## src/sv/torq_pkg.sv

```systemverilog
`timescale 1ns / 1ps
`default_nettype none

package torq_pkg;

  // request modes
  localparam logic [2:0] M_INSERT   = 3'd0;
  localparam logic [2:0] M_REM_HEAD = 3'd1;
  localparam logic [2:0] M_REM_AT   = 3'd2;
  localparam logic [2:0] M_FIND     = 3'd3;
  localparam logic [2:0] M_GET      = 3'd4;

  // result status codes
  localparam logic [2:0] ST_OK       = 3'd0;
  localparam logic [2:0] ST_EMPTY    = 3'd1;
  localparam logic [2:0] ST_BADPOS   = 3'd2;
  localparam logic [2:0] ST_NOTFOUND = 3'd3;
  localparam logic [2:0] ST_FULL     = 3'd4;

  typedef struct packed {
    logic [31:0]        ts;
    logic [7:0]         src;
    logic signed [31:0] data;
  } torq_slot_t;

  typedef struct packed {
    logic [2:0]         status;
    logic [3:0]         found_position;
    logic [7:0]         out_src;
    logic signed [31:0] out_data;
    logic [4:0]         occupancy;
  } torq_res_t;

endpackage

`default_nettype wire

```

## src/sv/torq_req_if.sv

```systemverilog
`timescale 1ns / 1ps
`default_nettype none

interface torq_req_if;
  logic               valid;
  logic               ready;
  logic [2:0]         mode;
  logic [31:0]        entry_ts;
  logic [7:0]         entry_src;
  logic signed [31:0] entry_data;
  logic [3:0]         position;

  modport source (
    output valid, mode, entry_ts, entry_src, entry_data, position,
    input  ready
  );

  modport sink (
    input  valid, mode, entry_ts, entry_src, entry_data, position,
    output ready
  );
endinterface

`default_nettype wire

```

## src/sv/torq_rsp_if.sv

```systemverilog
`timescale 1ns / 1ps
`default_nettype none

interface torq_rsp_if;
  logic               valid;
  logic               ready;
  logic [2:0]         status;
  logic [3:0]         found_position;
  logic [7:0]         out_src;
  logic signed [31:0] out_data;
  logic [4:0]         occupancy;

  modport source (
    output valid, status, found_position, out_src, out_data, occupancy,
    input  ready
  );

  modport sink (
    input  valid, status, found_position, out_src, out_data, occupancy,
    output ready
  );
endinterface

`default_nettype wire

```

## src/sv/torq_ram.sv

```systemverilog
`timescale 1ns / 1ps
`default_nettype none

module torq_ram #(
  parameter int WIDTH = 72,
  parameter int DEPTH = 16
) (
  input  wire logic                     clk_i,
  input  wire logic                     wr_en_i,
  input  wire logic [$clog2(DEPTH)-1:0] wr_addr_i,
  input  wire logic [WIDTH-1:0]         wr_data_i,
  input  wire logic                     rd_en_i,
  input  wire logic [$clog2(DEPTH)-1:0] rd_addr_i,
  output logic      [WIDTH-1:0]         rd_data_o
);

  logic [WIDTH-1:0] mem_q [DEPTH];
  logic [WIDTH-1:0] rd_data_q;

  always_ff @(posedge clk_i) begin
    if (wr_en_i) begin
      mem_q[wr_addr_i] <= wr_data_i;
    end
    if (rd_en_i) begin
      rd_data_q <= mem_q[rd_addr_i];
    end
  end

  assign rd_data_o = rd_data_q;

endmodule

`default_nettype wire

```

## src/sv/torq_seq.sv

```systemverilog
`timescale 1ns / 1ps
`default_nettype none

module torq_seq #(
  parameter int DEPTH = 16
) (
  input  wire logic                     clk_i,
  input  wire logic                     rst_ni,
  torq_req_if.sink                      req_i,
  output logic                          res_valid_o,
  output torq_pkg::torq_res_t           res_o,
  input  wire logic                     res_ready_i,
  output logic                          wr_en_o,
  output logic [$clog2(DEPTH)-1:0]      wr_addr_o,
  output torq_pkg::torq_slot_t          wr_data_o,
  output logic                          rd_en_o,
  output logic [$clog2(DEPTH)-1:0]      rd_addr_o,
  input  wire torq_pkg::torq_slot_t     rd_data_i
);

  import torq_pkg::*;

  localparam int AW = $clog2(DEPTH);
  localparam int CW = $clog2(DEPTH + 1);
  localparam int PW = (CW > 4) ? CW : 4;

  localparam logic [2:0] S_IDLE = 3'd0;
  localparam logic [2:0] S_INS  = 3'd1;
  localparam logic [2:0] S_PUT  = 3'd2;
  localparam logic [2:0] S_REM  = 3'd3;
  localparam logic [2:0] S_FIND = 3'd4;
  localparam logic [2:0] S_GET  = 3'd5;
  localparam logic [2:0] S_RESP = 3'd6;

  logic [2:0]         state_q, state_d;
  logic [CW-1:0]      cnt_q, cnt_d;
  logic [AW-1:0]      idx_q, idx_d;
  torq_slot_t         key_q, key_d;
  logic [2:0]         status_q, status_d;
  logic [3:0]         fpos_q, fpos_d;
  logic [7:0]         osrc_q, osrc_d;
  logic signed [31:0] odata_q, odata_d;

  torq_slot_t    in_slot;
  logic [CW-1:0] cnt_m1;
  logic [AW-1:0] last_a;
  logic [PW-1:0] pos_ext;
  logic [PW-1:0] cnt_ext;
  logic [AW-1:0] pos_a;
  logic [AW-1:0] rem_a;
  logic          pos_bad;
  logic          cnt_full;
  logic          idx_last;
  logic          slot_less;
  logic          slot_greater;
  logic          slot_equal;
  logic          moves;
  logic [31:0]   idx_w;
  logic [31:0]   cnt_w;

  assign in_slot  = '{ts: req_i.entry_ts, src: req_i.entry_src, data: req_i.entry_data};
  assign cnt_m1   = cnt_q - CW'(1);
  assign last_a   = AW'(cnt_m1);
  assign pos_ext  = PW'(req_i.position);
  assign cnt_ext  = PW'(cnt_q);
  assign pos_a    = pos_ext[AW-1:0];
  assign pos_bad  = pos_ext >= cnt_ext;
  assign rem_a    = (req_i.mode == M_REM_HEAD) ? '0 : pos_a;
  assign cnt_full = cnt_q == CW'(DEPTH);
  assign idx_last = CW'(idx_q) == cnt_m1;
  assign idx_w    = 32'(idx_q);
  assign cnt_w    = 32'(cnt_q);

  // ordering of the slot just read against the request key
  assign slot_equal   = (rd_data_i.ts == key_q.ts) && (rd_data_i.src == key_q.src);
  assign slot_less    = (rd_data_i.ts < key_q.ts) ||
                        ((rd_data_i.ts == key_q.ts) && (rd_data_i.src < key_q.src));
  assign slot_greater = !slot_less && !slot_equal;
  // an entry equal to the head goes behind it, elsewhere in front of its equals
  assign moves        = (idx_q != '0) ? !slot_less : slot_greater;

  assign req_i.ready  = state_q == S_IDLE;
  assign res_valid_o  = state_q == S_RESP;
  assign res_o = '{status: status_q, found_position: fpos_q, out_src: osrc_q,
                   out_data: odata_q, occupancy: cnt_w[4:0]};

  always_comb begin
    state_d   = state_q;
    cnt_d     = cnt_q;
    idx_d     = idx_q;
    key_d     = key_q;
    status_d  = status_q;
    fpos_d    = fpos_q;
    osrc_d    = osrc_q;
    odata_d   = odata_q;
    wr_en_o   = 1'b0;
    wr_addr_o = idx_q;
    wr_data_o = key_q;
    rd_en_o   = 1'b0;
    rd_addr_o = idx_q;

    case (state_q)
      S_IDLE: begin
        if (req_i.valid) begin
          key_d    = in_slot;
          status_d = ST_OK;
          fpos_d   = '0;
          osrc_d   = '0;
          odata_d  = '0;
          state_d  = S_RESP;
          case (req_i.mode)
            M_INSERT: begin
              if (cnt_full) begin
                status_d = ST_FULL;
              end else if (cnt_q == '0) begin
                wr_en_o   = 1'b1;
                wr_addr_o = '0;
                wr_data_o = in_slot;
                cnt_d     = cnt_q + CW'(1);
              end else begin
                // walk down from the tail, shifting entries up by one
                rd_en_o   = 1'b1;
                rd_addr_o = last_a;
                idx_d     = last_a;
                state_d   = S_INS;
              end
            end
            M_REM_HEAD, M_REM_AT: begin
              if (cnt_q == '0) begin
                status_d = ST_EMPTY;
              end else if ((req_i.mode == M_REM_AT) && pos_bad) begin
                status_d = ST_BADPOS;
              end else if (rem_a == last_a) begin
                cnt_d = cnt_m1;
              end else begin
                rd_en_o   = 1'b1;
                rd_addr_o = rem_a + AW'(1);
                idx_d     = rem_a + AW'(1);
                state_d   = S_REM;
              end
            end
            M_FIND: begin
              if (cnt_q == '0) begin
                status_d = ST_NOTFOUND;
              end else begin
                rd_en_o   = 1'b1;
                rd_addr_o = '0;
                idx_d     = '0;
                state_d   = S_FIND;
              end
            end
            M_GET: begin
              if (cnt_q == '0) begin
                status_d = ST_EMPTY;
              end else if (pos_bad) begin
                status_d = ST_BADPOS;
              end else begin
                rd_en_o   = 1'b1;
                rd_addr_o = pos_a;
                state_d   = S_GET;
              end
            end
            default: begin
              status_d = ST_OK;
            end
          endcase
        end
      end
      S_INS: begin
        wr_en_o   = 1'b1;
        wr_addr_o = idx_q + AW'(1);
        if (moves) begin
          wr_data_o = rd_data_i;
          if (idx_q == '0) begin
            state_d = S_PUT;
          end else begin
            rd_en_o   = 1'b1;
            rd_addr_o = idx_q - AW'(1);
            idx_d     = idx_q - AW'(1);
          end
        end else begin
          wr_data_o = key_q;
          cnt_d     = cnt_q + CW'(1);
          state_d   = S_RESP;
        end
      end
      S_PUT: begin
        wr_en_o   = 1'b1;
        wr_addr_o = '0;
        wr_data_o = key_q;
        cnt_d     = cnt_q + CW'(1);
        state_d   = S_RESP;
      end
      S_REM: begin
        wr_en_o   = 1'b1;
        wr_addr_o = idx_q - AW'(1);
        wr_data_o = rd_data_i;
        if (idx_last) begin
          cnt_d   = cnt_m1;
          state_d = S_RESP;
        end else begin
          rd_en_o   = 1'b1;
          rd_addr_o = idx_q + AW'(1);
          idx_d     = idx_q + AW'(1);
        end
      end
      S_FIND: begin
        if (slot_equal) begin
          fpos_d  = idx_w[3:0];
          state_d = S_RESP;
        end else if (idx_last) begin
          status_d = ST_NOTFOUND;
          state_d  = S_RESP;
        end else begin
          rd_en_o   = 1'b1;
          rd_addr_o = idx_q + AW'(1);
          idx_d     = idx_q + AW'(1);
        end
      end
      S_GET: begin
        osrc_d  = rd_data_i.src;
        odata_d = rd_data_i.data;
        state_d = S_RESP;
      end
      S_RESP: begin
        if (res_ready_i) begin
          state_d = S_IDLE;
        end
      end
      default: begin
        state_d = S_IDLE;
      end
    endcase
  end

  always_ff @(posedge clk_i or negedge rst_ni) begin
    if (!rst_ni) begin
      state_q <= S_IDLE;
      cnt_q   <= '0;
    end else begin
      state_q <= state_d;
      cnt_q   <= cnt_d;
    end
  end

  always_ff @(posedge clk_i) begin
    idx_q    <= idx_d;
    key_q    <= key_d;
    status_q <= status_d;
    fpos_q   <= fpos_d;
    osrc_q   <= osrc_d;
    odata_q  <= odata_d;
  end

endmodule

`default_nettype wire

```

## src/sv/torq_out.sv

```systemverilog
`timescale 1ns / 1ps
`default_nettype none

module torq_out (
  input  wire logic          clk_i,
  input  wire logic          rst_ni,
  input  wire logic          in_valid_i,
  input  wire torq_pkg::torq_res_t in_res_i,
  output logic               in_ready_o,
  torq_rsp_if.source         rsp_o
);

  import torq_pkg::*;

  logic      valid_q, valid_d;
  torq_res_t res_q, res_d;

  assign in_ready_o = !valid_q || rsp_o.ready;

  always_comb begin
    valid_d = valid_q;
    res_d   = res_q;
    if (in_valid_i && in_ready_o) begin
      valid_d = 1'b1;
      res_d   = in_res_i;
    end else if (rsp_o.ready) begin
      valid_d = 1'b0;
    end
  end

  always_ff @(posedge clk_i or negedge rst_ni) begin
    if (!rst_ni) begin
      valid_q <= 1'b0;
    end else begin
      valid_q <= valid_d;
    end
  end

  always_ff @(posedge clk_i) begin
    res_q <= res_d;
  end

  assign rsp_o.valid          = valid_q;
  assign rsp_o.status         = res_q.status;
  assign rsp_o.found_position = res_q.found_position;
  assign rsp_o.out_src        = res_q.out_src;
  assign rsp_o.out_data       = res_q.out_data;
  assign rsp_o.occupancy      = res_q.occupancy;

endmodule

`default_nettype wire

```

## src/sv/timestamp_ordered_request_queue_top.sv

```systemverilog
// how each request is served:
// refused requests, unused modes, insert into an empty queue: no slot read; get-nth: one slot read
// insert: walks the entries at or behind the insert point; remove: walks the entries behind it
// find: reads from the head up to the match, or every entry when nothing matches
// one request at a time (slot ram has one read and one write port); the next is taken once the sequencer is idle again
// reset clears the entry count and the handshakes; slot storage is left as is, no clearing pass
`timescale 1ns / 1ps
`default_nettype none

module timestamp_ordered_request_queue_top #(
  parameter int DEPTH = 16
) (
  input  wire logic  clk_i,
  input  wire logic  rst_ni,
  torq_req_if.sink   req_i,
  torq_rsp_if.source rsp_o
);

  import torq_pkg::*;

  localparam int AW = $clog2(DEPTH);
  localparam int SW = $bits(torq_slot_t);

  logic          res_valid;
  logic          res_ready;
  torq_res_t     res;
  logic          wr_en;
  logic [AW-1:0] wr_addr;
  torq_slot_t    wr_slot;
  logic          rd_en;
  logic [AW-1:0] rd_addr;
  torq_slot_t    rd_slot;
  logic [SW-1:0] rd_word;
  logic [31:0]   depth_w;

  assign rd_slot = rd_word;
  assign depth_w = 32'(DEPTH);

  torq_seq #(
    .DEPTH(DEPTH)
  ) u_seq (
    .clk_i       (clk_i),
    .rst_ni      (rst_ni),
    .req_i       (req_i),
    .res_valid_o (res_valid),
    .res_o       (res),
    .res_ready_i (res_ready),
    .wr_en_o     (wr_en),
    .wr_addr_o   (wr_addr),
    .wr_data_o   (wr_slot),
    .rd_en_o     (rd_en),
    .rd_addr_o   (rd_addr),
    .rd_data_i   (rd_slot)
  );

  torq_ram #(
    .WIDTH(SW),
    .DEPTH(DEPTH)
  ) u_ram (
    .clk_i     (clk_i),
    .wr_en_i   (wr_en),
    .wr_addr_i (wr_addr),
    .wr_data_i (wr_slot),
    .rd_en_i   (rd_en),
    .rd_addr_i (rd_addr),
    .rd_data_o (rd_word)
  );

  torq_out u_out (
    .clk_i      (clk_i),
    .rst_ni     (rst_ni),
    .in_valid_i (res_valid),
    .in_res_i   (res),
    .in_ready_o (res_ready),
    .rsp_o      (rsp_o)
  );

  // a sequencer that takes a request is not ready again in the next cycle
  assert property (@(posedge clk_i) disable iff (!rst_ni)
    (req_i.valid && req_i.ready) |=> !req_i.ready)
    else $error("request taken while sequencer busy");

  // a refused insert reports a full queue
  assert property (@(posedge clk_i) disable iff (!rst_ni)
    (rsp_o.valid && rsp_o.status == ST_FULL) |-> (rsp_o.occupancy == depth_w[4:0]))
    else $error("full status with wrong occupancy");

  // empty status only with nothing stored
  assert property (@(posedge clk_i) disable iff (!rst_ni)
    (rsp_o.valid && rsp_o.status == ST_EMPTY) |-> (rsp_o.occupancy == 5'd0))
    else $error("empty status with entries held");

  // ram is never read and written at the same entry in one cycle
  assert property (@(posedge clk_i) disable iff (!rst_ni)
    (wr_en && rd_en) |-> (wr_addr != rd_addr))
    else $error("slot ram read and write collide");

endmodule

`default_nettype wire
```

## src/flat_wrapper.sv

```systemverilog
// flat-port wrapper written by rule: the top's interface ports become plain ports
module timestamp_ordered_request_queue_top_flat import torq_pkg::*;
#(
  parameter int DEPTH = 16
)
  (clk_i, rst_ni, req_i_valid, req_i_mode, req_i_entry_ts, req_i_entry_src, req_i_entry_data, req_i_position, req_i_ready, rsp_o_valid, rsp_o_status, rsp_o_found_position, rsp_o_out_src, rsp_o_out_data, rsp_o_occupancy, rsp_o_ready);
  torq_req_if req_i_i ();
  torq_rsp_if rsp_o_i ();
  input  wire logic clk_i;
  input  wire logic rst_ni;
  input wire logic [$bits(req_i_i.valid)-1:0] req_i_valid;
  input wire logic [$bits(req_i_i.mode)-1:0] req_i_mode;
  input wire logic [$bits(req_i_i.entry_ts)-1:0] req_i_entry_ts;
  input wire logic [$bits(req_i_i.entry_src)-1:0] req_i_entry_src;
  input wire logic [$bits(req_i_i.entry_data)-1:0] req_i_entry_data;
  input wire logic [$bits(req_i_i.position)-1:0] req_i_position;
  output wire logic [$bits(req_i_i.ready)-1:0] req_i_ready;
  output wire logic [$bits(rsp_o_i.valid)-1:0] rsp_o_valid;
  output wire logic [$bits(rsp_o_i.status)-1:0] rsp_o_status;
  output wire logic [$bits(rsp_o_i.found_position)-1:0] rsp_o_found_position;
  output wire logic [$bits(rsp_o_i.out_src)-1:0] rsp_o_out_src;
  output wire logic [$bits(rsp_o_i.out_data)-1:0] rsp_o_out_data;
  output wire logic [$bits(rsp_o_i.occupancy)-1:0] rsp_o_occupancy;
  input wire logic [$bits(rsp_o_i.ready)-1:0] rsp_o_ready;
  assign req_i_i.valid = req_i_valid;
  assign req_i_i.mode = req_i_mode;
  assign req_i_i.entry_ts = req_i_entry_ts;
  assign req_i_i.entry_src = req_i_entry_src;
  assign req_i_i.entry_data = req_i_entry_data;
  assign req_i_i.position = req_i_position;
  assign req_i_ready = req_i_i.ready;
  assign rsp_o_valid = rsp_o_i.valid;
  assign rsp_o_status = rsp_o_i.status;
  assign rsp_o_found_position = rsp_o_i.found_position;
  assign rsp_o_out_src = rsp_o_i.out_src;
  assign rsp_o_out_data = rsp_o_i.out_data;
  assign rsp_o_occupancy = rsp_o_i.occupancy;
  assign rsp_o_i.ready = rsp_o_ready;
  timestamp_ordered_request_queue_top #(.DEPTH(DEPTH)) u_core (.clk_i(clk_i), .rst_ni(rst_ni), .req_i(req_i_i), .rsp_o(rsp_o_i));
endmodule
```

## config.mk

```make
export PLATFORM = sky130hd
export DESIGN_NAME = timestamp_ordered_request_queue_top_flat
export DESIGN_NICKNAME = d
export VERILOG_FILES = /design/src/sv/torq_pkg.sv /design/src/sv/torq_req_if.sv /design/src/sv/torq_rsp_if.sv /design/src/sv/torq_ram.sv /design/src/sv/torq_seq.sv /design/src/sv/torq_out.sv /design/src/sv/timestamp_ordered_request_queue_top.sv /design/src/flat_wrapper.sv
export SDC_FILE = /design/constraint.sdc
export NUM_CORES = 2
export LEC_CHECK = 0
export ABC_CLOCK_PERIOD_IN_PS = 8700
export CAP_MARGIN = 20
export CORE_UTILIZATION = 45
export CTS_BUF_LIST = sky130_fd_sc_hd__clkbuf_4
export DETAILED_ROUTE_END_ITERATION = 12
export DONT_BUFFER_PORTS = 1
export PLACE_DENSITY = 0.69
export SLEW_MARGIN = 5
export SYNTH_ARGS = -nofsm -noshare
export SYNTH_HDL_FRONTEND = slang
export SYNTH_SLANG_ARGS = --single-unit
```

## constraint.sdc

```tcl
create_clock -name clk_i -period 8.7 [get_ports clk_i]
set_clock_uncertainty 0.2 [all_clocks]
set_input_delay 0 -clock clk_i [delete_from_list [all_inputs] [get_ports clk_i]]
set_output_delay 0 -clock clk_i [all_outputs]
set_load 0.02 [all_outputs]
```

==> run metrics <==
largest net degree at the start of global routing 192; hold depth 0; Die Ht 356.7 um; Max Cap Viol 0; DRT antenna net count 0; vias in the first global route 35256; initial antenna violation count 6; setup ws final 1739 ps; CP Buf/Inv Count 3; port bufs 0; CP max-delay cell or2_4; post-synthesis mux area share 2.643%; postcts setup bufs 0; critical path endpoint category flip-flop; Avg WL per Cell 24.84 um; Sw Pwr 10.08 mW; syn avg cell area 15.29 um^2; die width 356.7 um; dpl hpwl 71720 um; final hold vios 0; Synth area leader edfxtp_1; Clock Tree Root clkbuf_4; Lkg Pwr 22.62 nW; critical path's top delay family simple AND/OR/NAND/NOR gates; CTS buffer count 356; layout net count 4264; Max Fanout on Critical Path 49; Critical Path RT 9410 ps; TritonCTS Sinks 1408; pre-CTS setup slack 2664 ps; share of Yosys cell area claimed by the top area cell type 74.20%; worst setup path class reg -> reg; top-count cell post-synth edfxtp_1; # IOs 137; Post-Syn Instances 3702; FP Rows 129; Layout Area Growth over Synthesis 15.08%; largest family of logic cells by synthesized area compound AO/OA/AOI/OAI gates; CP Cell Sequence inv_1 -> ha_1 -> xnor2_1 -> nor4bb_1 -> mux2_4 -> o21a_2 -> dlygate4sd3_1 -> o21ai_0 -> o311ai_1 -> nor2_1 -> nor4_2 -> or2_4 -> buf_4 -> a221oi_1 -> or3_1; register area share after synthesis 74.60%; P_int 15.25 mW; critical path arrival 7670 ps; Final Cycle Share 80.01%; EDFF count, synth 1399; die area 127200 um^2; vias per std cell 5.967; Final min period 6961 ps; CTS tree built; compound-gate portion of the synthesized area 13.19%; pwr dens 388.7 nW/um^2; Fillers 10067; Reg2Reg Depth 15; post-synthesis async set-or-reset flop share 0.6392%; starting density of the core 45.55%; DRT iter0 DRCs 4654; Slew Viols, Final 0; Top FF cell, synth edfxtp_1; commonest cells in the netlist 1399 x edfxtp_1, 470 x a21oi_1, 328 x nand2_1; CP max stage delay 980 ps; First-pass DRT Iterations 6; Max IR drop VDD 0.4419 mV; CP Depth 15; clk_lat worst skew 1240 ps; normalized max-slew margin 21.33%; Sequential Power Share 37.0%; worst hold path type reg -> reg; clock power share 20.7%; RSZ-0062 raised after global routing false; Area contributors post-synth edfxtp_1 74%, a21oi_1 4.2%, mux2i_1 2.6%; combinational share of power 42.3%; Synth warnings 0; Switching Fraction 39.79%; Total GRT Usage 23.14%; setup_tns 0 ps; flops & latches, synth 1408; clock tree buffer depth 4; GPL Wtd Cong 0.8660; Clk pin slew, worst setup/hold paths 70 ps; Unique masters post-synth 79; Pwr Total 25.33 mW; layout cells sized above 1 14.40%; GR Overflow Total 0; outcome completed; Fmax achieved 143.7 MHz; H-tree depth 5; Post-route DRC 0; Setup crit start kind flip-flop; synthesized cell area 56610 um^2; DRT Wirelength 149100 um; first-pass GRT wire length 220400 um; Core Area 124300 um^2; synthesized net count 3835; Post-Synth Adder-Cell Area 1.105%; Final Setup Violations 0; worst-margin pin slew 1180 ps; xor/xnor share of the synthesized area 0.2453%; Via Count 35821; Synth Area in Simple Gates 5.114%
## state kept, by name (all words and copies together), names as in the netlist
| signal | flops |
|---|---|
| u_core.u_ram.mem_q | 1152 |
| u_core.u_ram.rd_data_o | 72 |
| u_core.u_seq.key_q | 72 |
| u_core.u_out.rsp_o.out_data | 32 |
| u_core.u_seq.odata_q | 32 |
| u_core.u_out.rsp_o.out_src | 8 |
| u_core.u_seq.osrc_q | 8 |
| u_core.u_out.rsp_o.occupancy | 5 |
| u_core.u_seq.cnt_ext | 5 |
| u_core.u_out.rsp_o.found_position | 4 |
| u_core.u_seq.fpos_q | 4 |
| u_core.u_seq.idx_q | 4 |
| u_core.u_out.rsp_o.status | 3 |
| u_core.u_seq.state_q | 3 |
| u_core.u_seq.status_q | 3 |
| u_core.u_out.rsp_o.valid | 1 |
## cells in the final DEF, fill, tap and decap left out, types with 74 or more instances in the layout
cell type / count
edfxtp_1: 1399
clkbuf_4: 491
a21oi_1: 469
nand2_1: 327
dlygate4sd3_1: 265
a221oi_1: 149
mux2i_1: 148
inv_1: 127
or3_1: 82
clkinv_1: 80
a21o_1: 76
a22o_1: 74
o32ai_1: 74
## worst paths after layout
check / startpoint / endpoint / slack [ps]
setup / recovery: u_core.u_seq.cnt_ext[0] / u_core.u_ram.rd_data_o[47] / 1740
hold / removal: u_core.u_seq.odata_q[17] / u_core.u_out.rsp_o.out_data[17] / 210
setup reg to reg: u_core.u_seq.cnt_ext[0] / u_core.u_ram.rd_data_o[47] / 1740
hold reg to reg: u_core.u_seq.odata_q[17] / u_core.u_out.rsp_o.out_data[17] / 210
max in group asynchronous: rst_ni / u_core.u_seq.cnt_ext[4] / 7370
min in group asynchronous: rst_ni / u_core.u_seq.cnt_ext[0] / 580
## final cells by class
type | instances | area, um^2 | area share, %
well taps | 1637 | 2048 | 3.144
clock inverters | 98 | 493.0 | 0.7567
diodes | 4 | 10.01 | 0.01536
multi-input cells | 1906 | 12870 | 19.76
clock buffers | 491 | 3686 | 5.658
flip-flops and latches | 1408 | 42240 | 64.83
inverters | 132 | 498.0 | 0.7643
repair buffers | 327 | 3308 | 5.078
## routing by layer
| metal | GRT usage [%] | part of all wire [%] |
|---|---|---|
| met5 | 0 | 0.19 |
| met4 | 7.786 | 1.9 |
| met3 | 4.726 | 9.3 |
| met2 | 37.34 | 48 |
| met1 | 31.31 | 40 |
## per-stage QoR
stage	area [um^2]	util [%]	hold WS (ps)	instances
global placement	58230	46.86	-495.4	5142
CTS	65110	52.39	61.50	5998
detailed placement	58280	46.90	-495.4	5144
floorplan	56610	-	-495.6	3702
finish	65150	52.42	209.2	6003
global route	65150	52.42	187.2	6001
## what timing repair did
item	4_1_cts	5_1_grt
gates resized for setup	0	0
endpoints found under the hold margin	1855	0
hold buffers	265	0
## kinds of logic after synthesis
group | Yosys count
flops | 1408
xor+xnor | 15
fa+ha+maj | 50
mux | 149
compound gates | 1082
buf+inv | 388
simple gates | 610
## power by group through the flow
stage,logic (mW),registers [mW],clock network [mW]
6_report,10.7,9.36,5.25
3_3_place_gp,10.2,9.47,0
4_1_cts,10.6,9.34,5.35
2_1_floorplan,7.78,9.31,0
5_1_grt,11.6,9.41,5.71
3_5_place_dp,10.4,9.48,0
No activity file was read; power rests on OpenSTA's default activity.
